### config.mk
export PLATFORM = sky130hd
export DESIGN_NAME = pid_heater_pwm_loop
export DESIGN_NICKNAME = d
export VERILOG_FILES = /design/src/design/phpl_pkg.sv /design/src/design/pid_heater_pwm_loop.sv
export SDC_FILE = /design/constraint.sdc
export NUM_CORES = 2
export LEC_CHECK = 0
export BUFFER_PORTS_ARGS = -buffer_cell sky130_fd_sc_hd__buf_2
export CORE_MARGIN = 4
export CORE_UTILIZATION = 58
export DETAILED_ROUTE_END_ITERATION = 6
export HOLD_SLACK_MARGIN = 0.15
export PLACE_DENSITY = 0.8
export SETUP_SLACK_MARGIN = 0.2
export SYNTH_ARGS = -nofsm -noshare
export SYNTH_HDL_FRONTEND = slang
export SYNTH_SLANG_ARGS = --single-unit
### constraint.sdc
create_clock -name i_clk -period 18.15 [get_ports i_clk]
set_input_delay 0.9075 -clock i_clk [delete_from_list [all_inputs] [get_ports i_clk]]
set_output_delay 0.9075 -clock i_clk [all_outputs]
set_load 0.1 [all_outputs]
### src/design/phpl_pkg.sv
`timescale 1ns / 1ps
// ----------------------------------------------------------------------------
// phpl_pkg - shared types and constants for the PID heater PWM loop
// Field widths, register map, controller limits and the two-digit split.
// ----------------------------------------------------------------------------
package phpl_pkg;

    // Default sensor width
    localparam int unsigned SAMPLE_BITS_DEF = 16;

    // Fixed field widths
    localparam int unsigned SETPOINT_W = 16;
    localparam int unsigned GAIN_W     = 8;
    localparam int unsigned INTEG_W    = 12;
    localparam int unsigned ACC_W      = 16;
    localparam int unsigned DUTY_W     = 8;
    localparam int unsigned DIGIT_W    = 4;
    localparam int unsigned TENK_W     = 3;
    localparam int unsigned PAIR_W     = 7;

    // APB port geometry
    localparam int unsigned APB_AW = 4;
    localparam int unsigned APB_DW = 32;

    // Controller limits (integral in half units, drive in 1/200 duty steps)
    localparam int INTEG_LIMIT = 2000;
    localparam int DRIVE_SCALE = 200;
    localparam int DRIVE_MAX   = 255 * DRIVE_SCALE;

    // Decimal split constants
    localparam int DIV_TEN      = 10;
    localparam int DIV_PAIR     = 100;
    localparam int DIV_THOUSAND = 1000;
    localparam int DIGIT_MAX    = 9;

    // floor(v / 10) == (v * 103) >> 10 for every v below 100
    localparam int unsigned TENTH_RECIP = 103;
    localparam int unsigned TENTH_SHIFT = 10;

    // Register reset values
    localparam logic [SETPOINT_W-1:0] RST_SETPOINT = '0;
    localparam logic [GAIN_W-1:0]     RST_GAIN_P   = 8'd5;
    localparam logic [GAIN_W-1:0]     RST_GAIN_I   = 8'd1;
    localparam logic [GAIN_W-1:0]     RST_GAIN_D   = 8'd1;

    // Register map, word index = paddr[3:2]
    typedef enum logic [1:0] {
        REG_SETPOINT,
        REG_GAIN_P,
        REG_GAIN_I,
        REG_GAIN_D
    } t_reg_idx;

    typedef struct packed {
        logic [DIGIT_W-1:0] tens;
        logic [DIGIT_W-1:0] ones;
    } t_digit_pair;

    // Split a value 0..99 into its tens and ones digits
    function automatic t_digit_pair f_split_pair(input logic [PAIR_W-1:0] v);
        logic [PAIR_W+TENTH_SHIFT-1:0] prod;
        logic [PAIR_W-1:0]             rem;
        t_digit_pair                   res;
        prod     = (PAIR_W+TENTH_SHIFT)'(v) * (PAIR_W+TENTH_SHIFT)'(TENTH_RECIP);
        res.tens = prod[TENTH_SHIFT +: DIGIT_W];
        rem      = v - PAIR_W'(res.tens) * PAIR_W'(DIV_TEN);
        res.ones = rem[DIGIT_W-1:0];
        return res;
    endfunction

endpackage

### src/design/pid_heater_pwm_loop.sv
`timescale 1ns / 1ps
// ----------------------------------------------------------------------------
// pid_heater_pwm_loop - incremental PID heater controller with PWM drive
// Error, trapezoidal integral and derivative feed a clamped drive accumulator;
// the sample is also split into five decimal digits for display.
// ----------------------------------------------------------------------------
// Usage:
//   Input channel : i_valid / o_stall carry one sample word (i_sample).
//   Output channel: o_valid / i_stall carry one result word per sample:
//                   o_duty and the five decimal digits of that sample.
//   Config        : APB registers at 0x0 setpoint, 0x4 kp/10, 0x8 ki/100,
//                   0xC kd/10. Writing the setpoint clears the integral.
//                   Write registers only while no sample is in flight.
// Timing:
//   Four register stages (input, PID, divide, output). An accepted sample
//   moves through them in that order. One word is taken every cycle while
//   nothing stalls; the controller state updates once per word in the PID
//   stage, which sets the one-word-per-cycle throughput.
// Stall:
//   While an output word waits under i_stall the whole pipeline holds and
//   o_stall is raised; o_stall is low whenever the output register is empty.
// Reset:
//   Synchronous, active low. Empties the pipeline, zeroes integral, previous
//   error and accumulator, and loads the register reset values.
// ----------------------------------------------------------------------------
module pid_heater_pwm_loop #(
    parameter int unsigned SAMPLE_BITS = phpl_pkg::SAMPLE_BITS_DEF
) (
    input  logic                             i_clk,
    input  logic                             i_rst_n,
    // sample channel
    input  logic                             i_valid,
    output logic                             o_stall,
    input  logic [SAMPLE_BITS-1:0]           i_sample,
    // result channel
    output logic                             o_valid,
    input  logic                             i_stall,
    output logic [phpl_pkg::DUTY_W-1:0]      o_duty,
    output logic [phpl_pkg::TENK_W-1:0]      o_digit_ten_thousands,
    output logic [phpl_pkg::DIGIT_W-1:0]     o_digit_thousands,
    output logic [phpl_pkg::DIGIT_W-1:0]     o_digit_hundreds,
    output logic [phpl_pkg::DIGIT_W-1:0]     o_digit_tens,
    output logic [phpl_pkg::DIGIT_W-1:0]     o_digit_ones,
    // APB config port
    input  logic                             psel,
    input  logic                             penable,
    input  logic                             pwrite,
    input  logic [phpl_pkg::APB_AW-1:0]      paddr,
    input  logic [phpl_pkg::APB_DW-1:0]      pwdata,
    output logic [phpl_pkg::APB_DW-1:0]      prdata,
    output logic                             pready
);
    import phpl_pkg::*;

    // ------------------------------------------------------------------
    // Derived widths
    // ------------------------------------------------------------------
    // error = setpoint - sample, signed
    localparam int unsigned EW = ((SAMPLE_BITS > SETPOINT_W) ? SAMPLE_BITS : SETPOINT_W) + 1;
    // PID sum width, wide enough for accumulator plus all three terms
    localparam int unsigned TW = EW + 16;
    localparam int unsigned GAIN20_W = GAIN_W + 5;

    // q = sample / 100 by reciprocal multiply
    localparam int unsigned Q_MAX  = ((1 << SAMPLE_BITS) - 1) / DIV_PAIR;
    localparam int unsigned QW     = (Q_MAX < 2) ? 1 : $clog2(Q_MAX + 1);
    localparam int unsigned Q_SH   = SAMPLE_BITS + 7;
    localparam logic [63:0] Q_K    = (64'd1 << Q_SH) / DIV_PAIR + 64'd1;
    localparam int unsigned Q_PW   = Q_SH + QW;

    // q2 = q / 100 = sample / 10000
    localparam int unsigned Q2_MAX = Q_MAX / DIV_PAIR;
    localparam int unsigned Q2W    = (Q2_MAX < 2) ? 1 : $clog2(Q2_MAX + 1);
    localparam int unsigned Q2_SH  = QW + 7;
    localparam logic [63:0] Q2_K   = (64'd1 << Q2_SH) / DIV_PAIR + 64'd1;
    localparam int unsigned Q2_PW  = Q2_SH + Q2W;

    // q3 = q / 1000 = sample / 100000
    localparam int unsigned Q3_MAX = Q_MAX / DIV_THOUSAND;
    localparam int unsigned Q3W    = (Q3_MAX < 2) ? 1 : $clog2(Q3_MAX + 1);
    localparam int unsigned Q3_SH  = QW + 10;
    localparam logic [63:0] Q3_K   = (64'd1 << Q3_SH) / DIV_THOUSAND + 64'd1;
    localparam int unsigned Q3_PW  = Q3_SH + Q3W;

    // duty = acc / 200; acc never exceeds 51000 so the product fits 32 bits
    localparam int unsigned DUTY_SH = ACC_W + 8;
    localparam logic [63:0] DUTY_K  = (64'd1 << DUTY_SH) / DRIVE_SCALE + 64'd1;
    localparam int unsigned DUTY_PW = DUTY_SH + DUTY_W;

    // remainder widths
    localparam int unsigned DW  = (QW > PAIR_W) ? QW : PAIR_W;
    localparam int unsigned TDW = (Q2W > DIGIT_W) ? Q2W : DIGIT_W;

    // ------------------------------------------------------------------
    // Pipeline control: global enable, held while the output word waits
    // ------------------------------------------------------------------
    logic r_out_valid;
    logic r_a_valid;
    logic r_b_valid;
    logic r_c_valid;
    logic w_en;
    logic w_accept;
    logic w_adv_a;
    logic w_adv_b;
    logic w_adv_c;

    assign w_en     = !(r_out_valid && i_stall);
    assign w_accept = i_valid && w_en;
    assign w_adv_a  = r_a_valid && w_en;
    assign w_adv_b  = r_b_valid && w_en;
    assign w_adv_c  = r_c_valid && w_en;
    assign o_stall  = !w_en;
    assign o_valid  = r_out_valid;

    always_ff @(posedge i_clk) begin
        if (!i_rst_n) begin
            r_a_valid   <= 1'b0;
            r_b_valid   <= 1'b0;
            r_c_valid   <= 1'b0;
            r_out_valid <= 1'b0;
        end else if (w_en) begin
            r_a_valid   <= i_valid;
            r_b_valid   <= r_a_valid;
            r_c_valid   <= r_b_valid;
            r_out_valid <= r_c_valid;
        end
    end

    // ------------------------------------------------------------------
    // Config registers
    // ------------------------------------------------------------------
    logic [SETPOINT_W-1:0] r_setpoint;
    logic [GAIN_W-1:0]     r_kp;
    logic [GAIN_W-1:0]     r_ki;
    logic [GAIN_W-1:0]     r_kd;
    logic                  w_cfg_wr;
    t_reg_idx              w_cfg_idx;

    assign pready    = 1'b1;
    assign w_cfg_wr  = psel && penable && pwrite;
    assign w_cfg_idx = t_reg_idx'(paddr[3:2]);

    always_ff @(posedge i_clk) begin
        if (!i_rst_n) begin
            r_setpoint <= RST_SETPOINT;
            r_kp       <= RST_GAIN_P;
            r_ki       <= RST_GAIN_I;
            r_kd       <= RST_GAIN_D;
        end else if (w_cfg_wr) begin
            unique case (w_cfg_idx)
                REG_SETPOINT: r_setpoint <= pwdata[SETPOINT_W-1:0];
                REG_GAIN_P:   r_kp       <= pwdata[GAIN_W-1:0];
                REG_GAIN_I:   r_ki       <= pwdata[GAIN_W-1:0];
                REG_GAIN_D:   r_kd       <= pwdata[GAIN_W-1:0];
            endcase
        end
    end

    // read back
    always_comb begin
        unique case (w_cfg_idx)
            REG_SETPOINT: prdata = APB_DW'(r_setpoint);
            REG_GAIN_P:   prdata = APB_DW'(r_kp);
            REG_GAIN_I:   prdata = APB_DW'(r_ki);
            REG_GAIN_D:   prdata = APB_DW'(r_kd);
        endcase
    end

    // ------------------------------------------------------------------
    // Stage A: input register
    // ------------------------------------------------------------------
    logic [SAMPLE_BITS-1:0] r_a_sample;

    always_ff @(posedge i_clk) begin
        if (w_accept) begin
            r_a_sample <= i_sample;
        end
    end

    // ------------------------------------------------------------------
    // PID update (stage A -> B), controller state changes once per word
    // ------------------------------------------------------------------
    logic signed [EW-1:0]      r_prev_err;
    logic signed [INTEG_W-1:0] r_integ;
    logic [ACC_W-1:0]          r_acc;

    logic signed [EW-1:0]      w_err;
    logic signed [EW:0]        w_deriv;
    logic signed [EW+1:0]      w_int_sum;
    logic signed [INTEG_W-1:0] n_integ;
    logic [GAIN20_W-1:0]       w_kp20;
    logic [GAIN20_W-1:0]       w_kd20;
    logic signed [TW-1:0]      w_term_p;
    logic signed [TW-1:0]      w_term_i;
    logic signed [TW-1:0]      w_term_d;
    logic signed [TW-1:0]      w_acc_sum;
    logic [ACC_W-1:0]          n_acc;

    assign w_err     = $signed(EW'(r_setpoint)) - $signed(EW'(r_a_sample));
    assign w_deriv   = (EW+1)'(w_err) - (EW+1)'(r_prev_err);
    assign w_int_sum = (EW+2)'(r_integ) + (EW+2)'(w_err) + (EW+2)'(r_prev_err);

    // trapezoid, clamped to +-1000 units
    always_comb begin
        priority if (w_int_sum > $signed((EW+2)'(INTEG_LIMIT))) begin
            n_integ = INTEG_W'(INTEG_LIMIT);
        end else if (w_int_sum < $signed((EW+2)'(-INTEG_LIMIT))) begin
            n_integ = INTEG_W'(-INTEG_LIMIT);
        end else begin
            n_integ = w_int_sum[INTEG_W-1:0];
        end
    end

    // gain * 20 brings kp/10 and kd/10 onto the 1/200 drive scale
    assign w_kp20 = GAIN20_W'({r_kp, 4'b0000}) + GAIN20_W'({r_kp, 2'b00});
    assign w_kd20 = GAIN20_W'({r_kd, 4'b0000}) + GAIN20_W'({r_kd, 2'b00});

    assign w_term_p  = TW'(w_err) * $signed(TW'(w_kp20));
    assign w_term_i  = TW'(n_integ) * $signed(TW'(r_ki));
    assign w_term_d  = TW'(w_deriv) * $signed(TW'(w_kd20));
    assign w_acc_sum = $signed(TW'(r_acc)) + w_term_p + w_term_i + w_term_d;

    // drive clamp 0..255 duty steps
    always_comb begin
        priority if (w_acc_sum < 0) begin
            n_acc = '0;
        end else if (w_acc_sum > $signed(TW'(DRIVE_MAX))) begin
            n_acc = ACC_W'(DRIVE_MAX);
        end else begin
            n_acc = w_acc_sum[ACC_W-1:0];
        end
    end

    always_ff @(posedge i_clk) begin
        if (!i_rst_n) begin
            r_prev_err <= '0;
            r_integ    <= '0;
            r_acc      <= '0;
        end else begin
            if (w_adv_a) begin
                r_prev_err <= w_err;
                r_integ    <= n_integ;
                r_acc      <= n_acc;
            end
            // new setpoint restarts the integral
            if (w_cfg_wr && w_cfg_idx == REG_SETPOINT) begin
                r_integ <= '0;
            end
        end
    end

    // sample / 100 in parallel with the PID update
    logic [Q_PW-1:0] w_q_prod;

    assign w_q_prod = Q_PW'(r_a_sample) * Q_PW'(Q_K);

    // ------------------------------------------------------------------
    // Stage B
    // ------------------------------------------------------------------
    logic [SAMPLE_BITS-1:0] r_b_sample;
    logic [QW-1:0]          r_b_q;
    logic [ACC_W-1:0]       r_b_acc;

    always_ff @(posedge i_clk) begin
        if (w_adv_a) begin
            r_b_sample <= r_a_sample;
            r_b_q      <= w_q_prod[Q_SH +: QW];
            r_b_acc    <= n_acc;
        end
    end

    // low pair, /10000, /100000 and duty (stage B -> C)
    logic [SAMPLE_BITS-1:0] w_lo_full;
    logic [Q2_PW-1:0]       w_q2_prod;
    logic [Q3_PW-1:0]       w_q3_prod;
    logic [DUTY_PW-1:0]     w_duty_prod;

    assign w_lo_full   = r_b_sample - SAMPLE_BITS'(r_b_q) * SAMPLE_BITS'(DIV_PAIR);
    assign w_q2_prod   = Q2_PW'(r_b_q) * Q2_PW'(Q2_K);
    assign w_q3_prod   = Q3_PW'(r_b_q) * Q3_PW'(Q3_K);
    assign w_duty_prod = DUTY_PW'(r_b_acc) * DUTY_PW'(DUTY_K);

    // ------------------------------------------------------------------
    // Stage C
    // ------------------------------------------------------------------
    logic [QW-1:0]     r_c_q;
    logic [PAIR_W-1:0] r_c_lo;
    logic [Q2W-1:0]    r_c_q2;
    logic [Q3W-1:0]    r_c_q3;
    logic [DUTY_W-1:0] r_c_duty;

    always_ff @(posedge i_clk) begin
        if (w_adv_b) begin
            r_c_q    <= r_b_q;
            r_c_lo   <= w_lo_full[PAIR_W-1:0];
            r_c_q2   <= w_q2_prod[Q2_SH +: Q2W];
            r_c_q3   <= w_q3_prod[Q3_SH +: Q3W];
            r_c_duty <= w_duty_prod[DUTY_SH +: DUTY_W];
        end
    end

    // digit split (stage C -> output)
    logic [DW-1:0]  w_mid_full;
    logic [TDW-1:0] w_tenk_full;
    t_digit_pair    w_lo_pair;
    t_digit_pair    w_mid_pair;

    assign w_mid_full  = DW'(r_c_q) - DW'(r_c_q2) * DW'(DIV_PAIR);
    assign w_tenk_full = TDW'(r_c_q2) - TDW'(r_c_q3) * TDW'(DIV_TEN);
    assign w_lo_pair   = f_split_pair(r_c_lo);
    assign w_mid_pair  = f_split_pair(w_mid_full[PAIR_W-1:0]);

    // ------------------------------------------------------------------
    // Output register
    // ------------------------------------------------------------------
    logic [DUTY_W-1:0]  r_out_duty;
    logic [TENK_W-1:0]  r_out_tenk;
    logic [DIGIT_W-1:0] r_out_thou;
    logic [DIGIT_W-1:0] r_out_hund;
    logic [DIGIT_W-1:0] r_out_tens;
    logic [DIGIT_W-1:0] r_out_ones;

    always_ff @(posedge i_clk) begin
        if (w_adv_c) begin
            r_out_duty <= r_c_duty;
            r_out_tenk <= w_tenk_full[TENK_W-1:0];
            r_out_thou <= w_mid_pair.tens;
            r_out_hund <= w_mid_pair.ones;
            r_out_tens <= w_lo_pair.tens;
            r_out_ones <= w_lo_pair.ones;
        end
    end

    assign o_duty                = r_out_duty;
    assign o_digit_ten_thousands = r_out_tenk;
    assign o_digit_thousands     = r_out_thou;
    assign o_digit_hundreds      = r_out_hund;
    assign o_digit_tens          = r_out_tens;
    assign o_digit_ones          = r_out_ones;

endmodule

### Word level (Yosys, flattened, before mapping)

Cells that the tools add are included.

* bitwise gates (word level): 1
* equality and inequality tests: 3
* multiplexer cells: 5
* $lt $le $gt $ge: 4
* $mul: 14
* reduce and logical (&&, ||, !) cells: 15
* $add $sub $neg: 14

Operator list (number)
* 32-bit one-hot mux with 4 select lines: 1
* 32-bit by 21-bit adder with 33-bit output: 1
* 33-bit by 32-bit adder with 33-bit output: 1
* 33-bit by 17-bit > comparator with 1-bit output, second input constant: 1
* 33-bit by 1-bit < comparator with 1-bit output, second input constant: 1
* 16-bit by 17-bit multiplier with 33-bit output, second input constant: 1
* 17-bit by 31-bit adder with 32-bit output: 1
* 16-bit by 17-bit multiplier with 32-bit output, second input constant: 1
* 18-bit by 14-bit multiplier with 32-bit output: 1
* 16-bit two-way mux: 2
* 17-bit by 14-bit multiplier with 31-bit output: 1
* 7-bit by 7-bit multiplier with 14-bit output, second input constant: 2
* 12-bit by 10-bit adder with 13-bit output: 2
* 12-bit two-way mux: 2
* 10-bit by 11-bit multiplier with 21-bit output, second input constant: 1
* 12-bit by 9-bit multiplier with 21-bit output: 1
* 10-bit by 11-bit multiplier with 20-bit output, second input constant: 1
* 18-bit by 17-bit adder with 19-bit output: 1
* 19-bit by 12-bit > comparator with 1-bit output, second input constant: 1
* 19-bit by 12-bit < comparator with 1-bit output, second input constant: 1
* 12-bit by 17-bit adder with 18-bit output: 1
* 17-bit by 17-bit subtractor with 18-bit output: 1
* 16-bit by 16-bit subtractor with 17-bit output: 1
* 7-bit subtractor: 2
* 14 further kinds: 27

* input port bits: 59
* bits in registers: 191

### Longest topological paths before layout

* depth in word-level cells: 12
* mapped depth: 53
* depth with buffers taken out: 51

### Worst setup path after synthesis

Ideal clock, no wire load.

* kind: register -> register
* start point: reg r_a_sample[0]
* end point: reg r_b_acc[8], data pin
* buffers on the path: 2
* library setup time: 0.267 ns
* arrival: 12.374 ns
* cell stages (with the launch flop): 48
* setup slack: 5.509 ns
* data required time: 17.883 ns
* path through: edfxtp_1 -> ha_1 -> inv_1 -> fa_1 -> a21o_1 -> a21oi_1 -> o21ai_0 -> nand2_1 -> nor2_1 -> nor3_1 -> xor2_1 -> clkinv_1 -> fa_1 -> ha_1 -> nor2b_1 -> o21ai_0 -> o311ai_0 -> or3_1 -> [... 12 more ...] -> inv_1 -> fa_1 -> fa_1 -> inv_1 -> fa_1 -> inv_1 -> ha_1 -> clkbuf_1 -> o2111ai_1 -> o2111ai_4 -> and4_1 -> nor3_1 -> a2111oi_2 -> nand4_1 -> or4_4 -> buf_6 -> nor2b_1 -> nor2_1

* cells in the longest elaborated chain, start to end: 12

Ends and longest elaborated chain
* start, declared: RTL line pid_heater_pwm_loop.sv:172 `logic [SAMPLE_BITS-1:0] r_a_sample;`
* start signal, assigned: RTL line pid_heater_pwm_loop.sv:176 `r_a_sample <= i_sample;`
* 16-bit by 16-bit subtractor with 17-bit output *: RTL line pid_heater_pwm_loop.sv:199 `assign w_err = $signed(EW'(r_setpoint)) - $signed(EW'(r_a_sample));`
* named net w_err[10]: RTL line pid_heater_pwm_loop.sv:187 `logic signed [EW-1:0] w_err;`
* 12-bit by 17-bit adder with 18-bit output: RTL line pid_heater_pwm_loop.sv:201 `assign w_int_sum = (EW+2)'(r_integ) + (EW+2)'(w_err) + (EW+2)'(r_prev_err);`
* 18-bit by 17-bit adder with 19-bit output: RTL line pid_heater_pwm_loop.sv:201
* 19-bit by 12-bit < comparator with 1-bit output: RTL line pid_heater_pwm_loop.sv:207 `end else if (w_int_sum < $signed((EW+2)'(-INTEG_LIMIT))) begin`
* 12-bit two-way mux: RTL line pid_heater_pwm_loop.sv:207
* 12-bit two-way mux: RTL line pid_heater_pwm_loop.sv:205 `priority if (w_int_sum > $signed((EW+2)'(INTEG_LIMIT))) begin`
* 12-bit by 9-bit multiplier with 21-bit output: RTL line pid_heater_pwm_loop.sv:219 `assign w_term_i = TW'(n_integ) * $signed(TW'(r_ki));`
* 32-bit by 21-bit adder with 33-bit output: RTL line pid_heater_pwm_loop.sv:221 `assign w_acc_sum = $signed(TW'(r_acc)) + w_term_p + w_term_i + w_term_d;`
* 33-bit by 32-bit adder with 33-bit output *: RTL line pid_heater_pwm_loop.sv:221
* 33-bit by 17-bit > comparator with 1-bit output: RTL line pid_heater_pwm_loop.sv:227 `end else if (w_acc_sum > $signed(TW'(DRIVE_MAX))) begin`
* 16-bit two-way mux: RTL line pid_heater_pwm_loop.sv:227
* 16-bit two-way mux *: RTL line pid_heater_pwm_loop.sv:225 `priority if (w_acc_sum < 0) begin`
* named net n_acc[8]: RTL line pid_heater_pwm_loop.sv:197 `logic [ACC_W-1:0] n_acc;`
* end signal, assigned: RTL line pid_heater_pwm_loop.sv:268 `r_b_acc <= n_acc;`
* end, declared: RTL line pid_heater_pwm_loop.sv:262 `logic [ACC_W-1:0] r_b_acc;`

The timed path passes the listed nets; every way through them passes the cells marked *.
A chain may end at the register's enable or synchronous reset.

### Final worst setup path

* start point: reg r_a_sample[0]
* end point: reg r_b_acc[6], data pin

Same word-level chain as after synthesis.

==> qor.txt <==
TIMING
----------------------------------------------------------------------------------
Share of the cycle needed by the critical path after routing ........        87.4%
Final number of hold-violating endpoints ............................            0
Post-layout minimum cycle time ......................................     15.87 ns
Total negative setup slack ..........................................         0 ns
Measured slew at the worst slew-check pin ...........................      1.35 ns
Final Max Tran Viols ................................................            0
# setup viols final .................................................            0
Highest clock frequency the design can meet .........................     63.0 MHz
Fin Clk Skew ........................................................    0.0217 ns
Setup repair after global routing missed its margin .................        false
Slew margin rel. ....................................................        9.73%
Worst hold-check slack ..............................................     0.417 ns

FLOORPLANNING
----------------------------------------------------------------------------------
Total core area ..................................................... 0.0776 sq mm
Cell Rows ...........................................................          102
Die height ..........................................................       288 um
X dimension of the die ..............................................       288 um
Area enclosed by the die boundary ................................... 0.0830 sq mm
Top Ports ...........................................................          121
Initial standard-cell utilization of the core .......................        58.7%

LOGIC SYNTHESIS
----------------------------------------------------------------------------------
Synthesized instance count ..........................................        4,757
Number of flops mapped to enable cells by yosys .....................          102
Register bit total from synthesis ...................................          191
Primary flip-flop cell chosen by synthesis mapping ..................     edfxtp_1
Cell area after synthesis ........................................... 0.0455 sq mm
Count of cell types in the netlist ..................................          100
Average cell area after synthesis ...................................   9.57 sq um
Sequential cell area fraction in the yosys report ...................        10.6%
Synth async-reset ratio .............................................           0%
YS warnings .........................................................            0

GLOBAL ROUTING
----------------------------------------------------------------------------------
Antenna violations before repair ....................................            3
First-pass GRT wire length ..........................................   170,000 um
Vias in the first global route ......................................       34,200
Overall overflow remaining after global route .......................            0
Maximum number of pins on one net before global-route repair ........           64
Global-route total usage across every layer .........................        25.6%

DETAILED ROUTING
----------------------------------------------------------------------------------
Total number of vias ................................................       32,100
Total wirelength of the detailed-routed design ......................   101,000 um
Routed length per instance ..........................................      17.3 um
Antenna-violating nets left .........................................            0
DRC violation count after routing ...................................            0
First-pass iteration count of the detailed router ...................            5
Via density per instance ............................................         5.48
First DRT Iteration DRCs ............................................        2,052

CELLS AND AREA
----------------------------------------------------------------------------------
Signed area change from the synthesized netlist to the final layout .        4.59%
Number of filler instances in the final layout ......................        6,285
Fraction of final layout cells with drive strength greater than 1 ...        4.31%
Core Util, Final ....................................................        61.4%
Register area ....................................................... 0.00484 sq mm
Final Net Count .....................................................        6,432
Footprint of the multi-input gates .................................. 0.0354 sq mm
Post-layout instance area ........................................... 0.0476 sq mm

HOLD PATH
----------------------------------------------------------------------------------
Worst min-delay path class ..........................................   reg -> reg
Cells on Worst Hold Path ............................................            0

CTS
----------------------------------------------------------------------------------
Setup bufs post-CTS .................................................            0
Post-CTS sizing .....................................................            0
Clock transition at the registers of the reported paths .............      0.07 ns
Clock insertion delay at the later pin of the skew report ...........      0.50 ns
CTS hold repair buffers .............................................            0
Worst-case clock buffer depth .......................................            2
Root buf cell .......................................................    clkbuf_16
Max H-tree Level ....................................................            4
CTS tree ............................................................          yes
Number of clock buffers inserted by TritonCTS .......................           17
Clk sinks ...........................................................          191

PLACED DESIGN
----------------------------------------------------------------------------------
Final GP Congestion .................................................        0.925
HPWL after DPL ......................................................    87,100 um
Buffers on Ports ....................................................           85
Total placed instance area .......................................... 0.0470 sq mm

WORST SETUP PATH
----------------------------------------------------------------------------------
Count of cell instances traversed by the critical path ..............           45
Nature of the critical path startpoint ..............................         flop
Most common cell type on the critical path ..........................         fa_1
Kind of critical path ...............................................   reg -> reg
Endpoint class of the critical path .................................         flop
Worst path top cell family by delay .................................  adder cells
FF-to-FF path depth .................................................           45
CP Buf/Inv Count ....................................................            6
Critical path fanouts, max ..........................................           35
Peak per-stage delay on the critical path ...........................      0.82 ns
Slowest cell on crit path ...........................................     edfxtp_1
Required arrival time at the worst endpoint .........................     18.48 ns
Critical path data arrival time .....................................     16.21 ns

RUN
----------------------------------------------------------------------------------
Max-cap violations ..................................................            0

STATUS
----------------------------------------------------------------------------------
Result of the run ...................................................    completed

[kinds of logic (layout without fill, tap and decap cells)]
logic type      count (synthesis)  after routing  synth area share (%)
mux                            35             35                 0.998
flops                         191            191                  10.6
simple gates                  955            955                  10.0
buf+inv                      1405           1441                  11.8
compound gates                448            448                  6.73
other cells                     2             22                0.0165
xor+xnor                      143            143                  2.77
fa+ha+maj                    1578           1578                  57.0
[synthesized netlist by cell type, types with 6 or more instances]
cell type,instances,area share (%)
nor3_1,32,0.35
o211ai_1,7,0.12
edfxtp_1,102,6.7
o21a_1,18,0.30
clkinv_1,13,0.11
xor2_1,41,0.79
or2_2,10,0.14
or3_1,11,0.15
nor2_2,8,0.11
nor2b_1,53,0.73
nand2_1,336,2.8
ha_1,752,21
and2_1,142,2.0
and3_1,26,0.36
o21bai_1,12,0.20
buf_1,7,0.058
o21ai_0,62,0.68
nor2_1,227,1.9
inv_1,1276,11
a31oi_1,16,0.22
xnor2_1,101,1.9
nand2b_1,17,0.23
nand4_1,19,0.26
nor3b_1,6,0.099
dfxtp_1,89,3.9
a22o_1,7,0.13
a21o_1,53,0.87
clkbuf_1,84,0.69
a21boi_0,11,0.18
o31ai_1,12,0.20
nand3_1,36,0.40
buf_4,18,0.30
a21oi_1,131,1.4
a211oi_1,21,0.35
o21ai_1,15,0.16
fa_1,826,36
o22ai_1,7,0.096
mux4_2,8,0.40
mux2i_1,24,0.53
[metal layers]
metal	vias up	wire length, um	global-route usage, %
met3	275	5770	3.45
li1	14800	-	-
met1	16100	39200	32.0
met5	-	0	0
met4	0	4760	11.4
met2	966	51500	44.5
[final timing paths]
path                                 from                   end  slack [ns]
setup / recovery  r_a_sample[0]$_DFFE_PP_  r_b_acc[6]$_DFFE_PP_        2.28
hold / removal      r_c_duty[6]$_DFFE_PP_   o_duty[6]$_DFFE_PP_        0.42
setup reg to reg  r_a_sample[0]$_DFFE_PP_  r_b_acc[6]$_DFFE_PP_        2.28
hold reg to reg     r_c_duty[6]$_DFFE_PP_   o_duty[6]$_DFFE_PP_        0.42
[worst register-to-register path, delay by kind of cell (launching register included)]
| kind | cells | cell delay, ns |
|---|---|---|
| mux | 1 | 0.68 |
| fa+ha+maj | 13 | 6.05 |
| simple gates | 13 | 3.92 |
| flops | 1 | 0.82 |
| compound gates | 10 | 2.59 |
| xor+xnor | 2 | 0.84 |
| buf+inv | 6 | 0.83 |
[cells in the final DEF, fill, tap and decap left out, types with 10 or more instances in the layout]
| master | instances |
|---|---|
| or2_2 | 10 |
| fa_1 | 826 |
| ha_1 | 752 |
| a211oi_1 | 21 |
| and3_1 | 26 |
| o21ai_0 | 62 |
| a21boi_0 | 11 |
| nand4_1 | 19 |
| inv_1 | 1274 |
| dfxtp_1 | 89 |
| nor2b_1 | 53 |
| o21ai_1 | 15 |
| a31oi_1 | 16 |
| nand3_1 | 36 |
| buf_4 | 35 |
| xor2_1 | 41 |
| conb_1 | 17 |
| and2_1 | 142 |
| xnor2_1 | 101 |
| nor2_1 | 227 |
| buf_2 | 85 |
| o21a_1 | 18 |
| mux2i_1 | 24 |
| or3_1 | 11 |
| edfxtp_1 | 102 |
| a21o_1 | 53 |
| clkbuf_16 | 17 |
| a21oi_1 | 131 |
| nand2_1 | 336 |
| nand2b_1 | 17 |
| o31ai_1 | 12 |
| clkinv_1 | 16 |
| nor3_1 | 32 |
| o21bai_1 | 12 |
[area by class of cell]
cell class                 instances  share of cell area [%]
clock inverter                    14                   0.279
clock buffer                      18                   0.902
tap                             1040                    2.73
inverter                        1289                    10.2
multi-input combinational       3176                    74.3
sequential                       191                    10.2
antenna                            5                  0.0263
timing repair buffer             120                    1.45
[per-stage QoR]
| step | instances | setup slack (ns) |
|---|---|---|
| 6_report | 5853 | 2.28 |
| 5_1_grt | 5850 | 1.52 |
| 4_1_cts | 5848 | 2.50 |
| 3_5_place_dp | 5816 | 2.58 |
| 3_3_place_gp | 5816 | 2.70 |
| 2_1_floorplan | 4772 | 5.51 |
[registers in the layout (all words and copies together) (netlist names), 3 cells and up]
signal / count
o_digit_hundreds: 4
r_c_duty: 8
r_b_acc: 16
o_duty: 8
o_digit_ten_thousands: 3
o_digit_tens: 4
r_c_lo: 7
r_kp: 8
r_b_q: 10
r_integ: 12
o_digit_thousands: 4
r_acc: 16
r_setpoint: 16
o_digit_ones: 4
r_c_q: 7
r_prev_err: 17
r_kd: 8
r_a_sample: 16
r_c_q2: 3
r_b_sample: 7
r_ki: 8
Power is not shown: default switching activity piles up to over one toggle a cycle in this logic, so the estimate is an artifact.
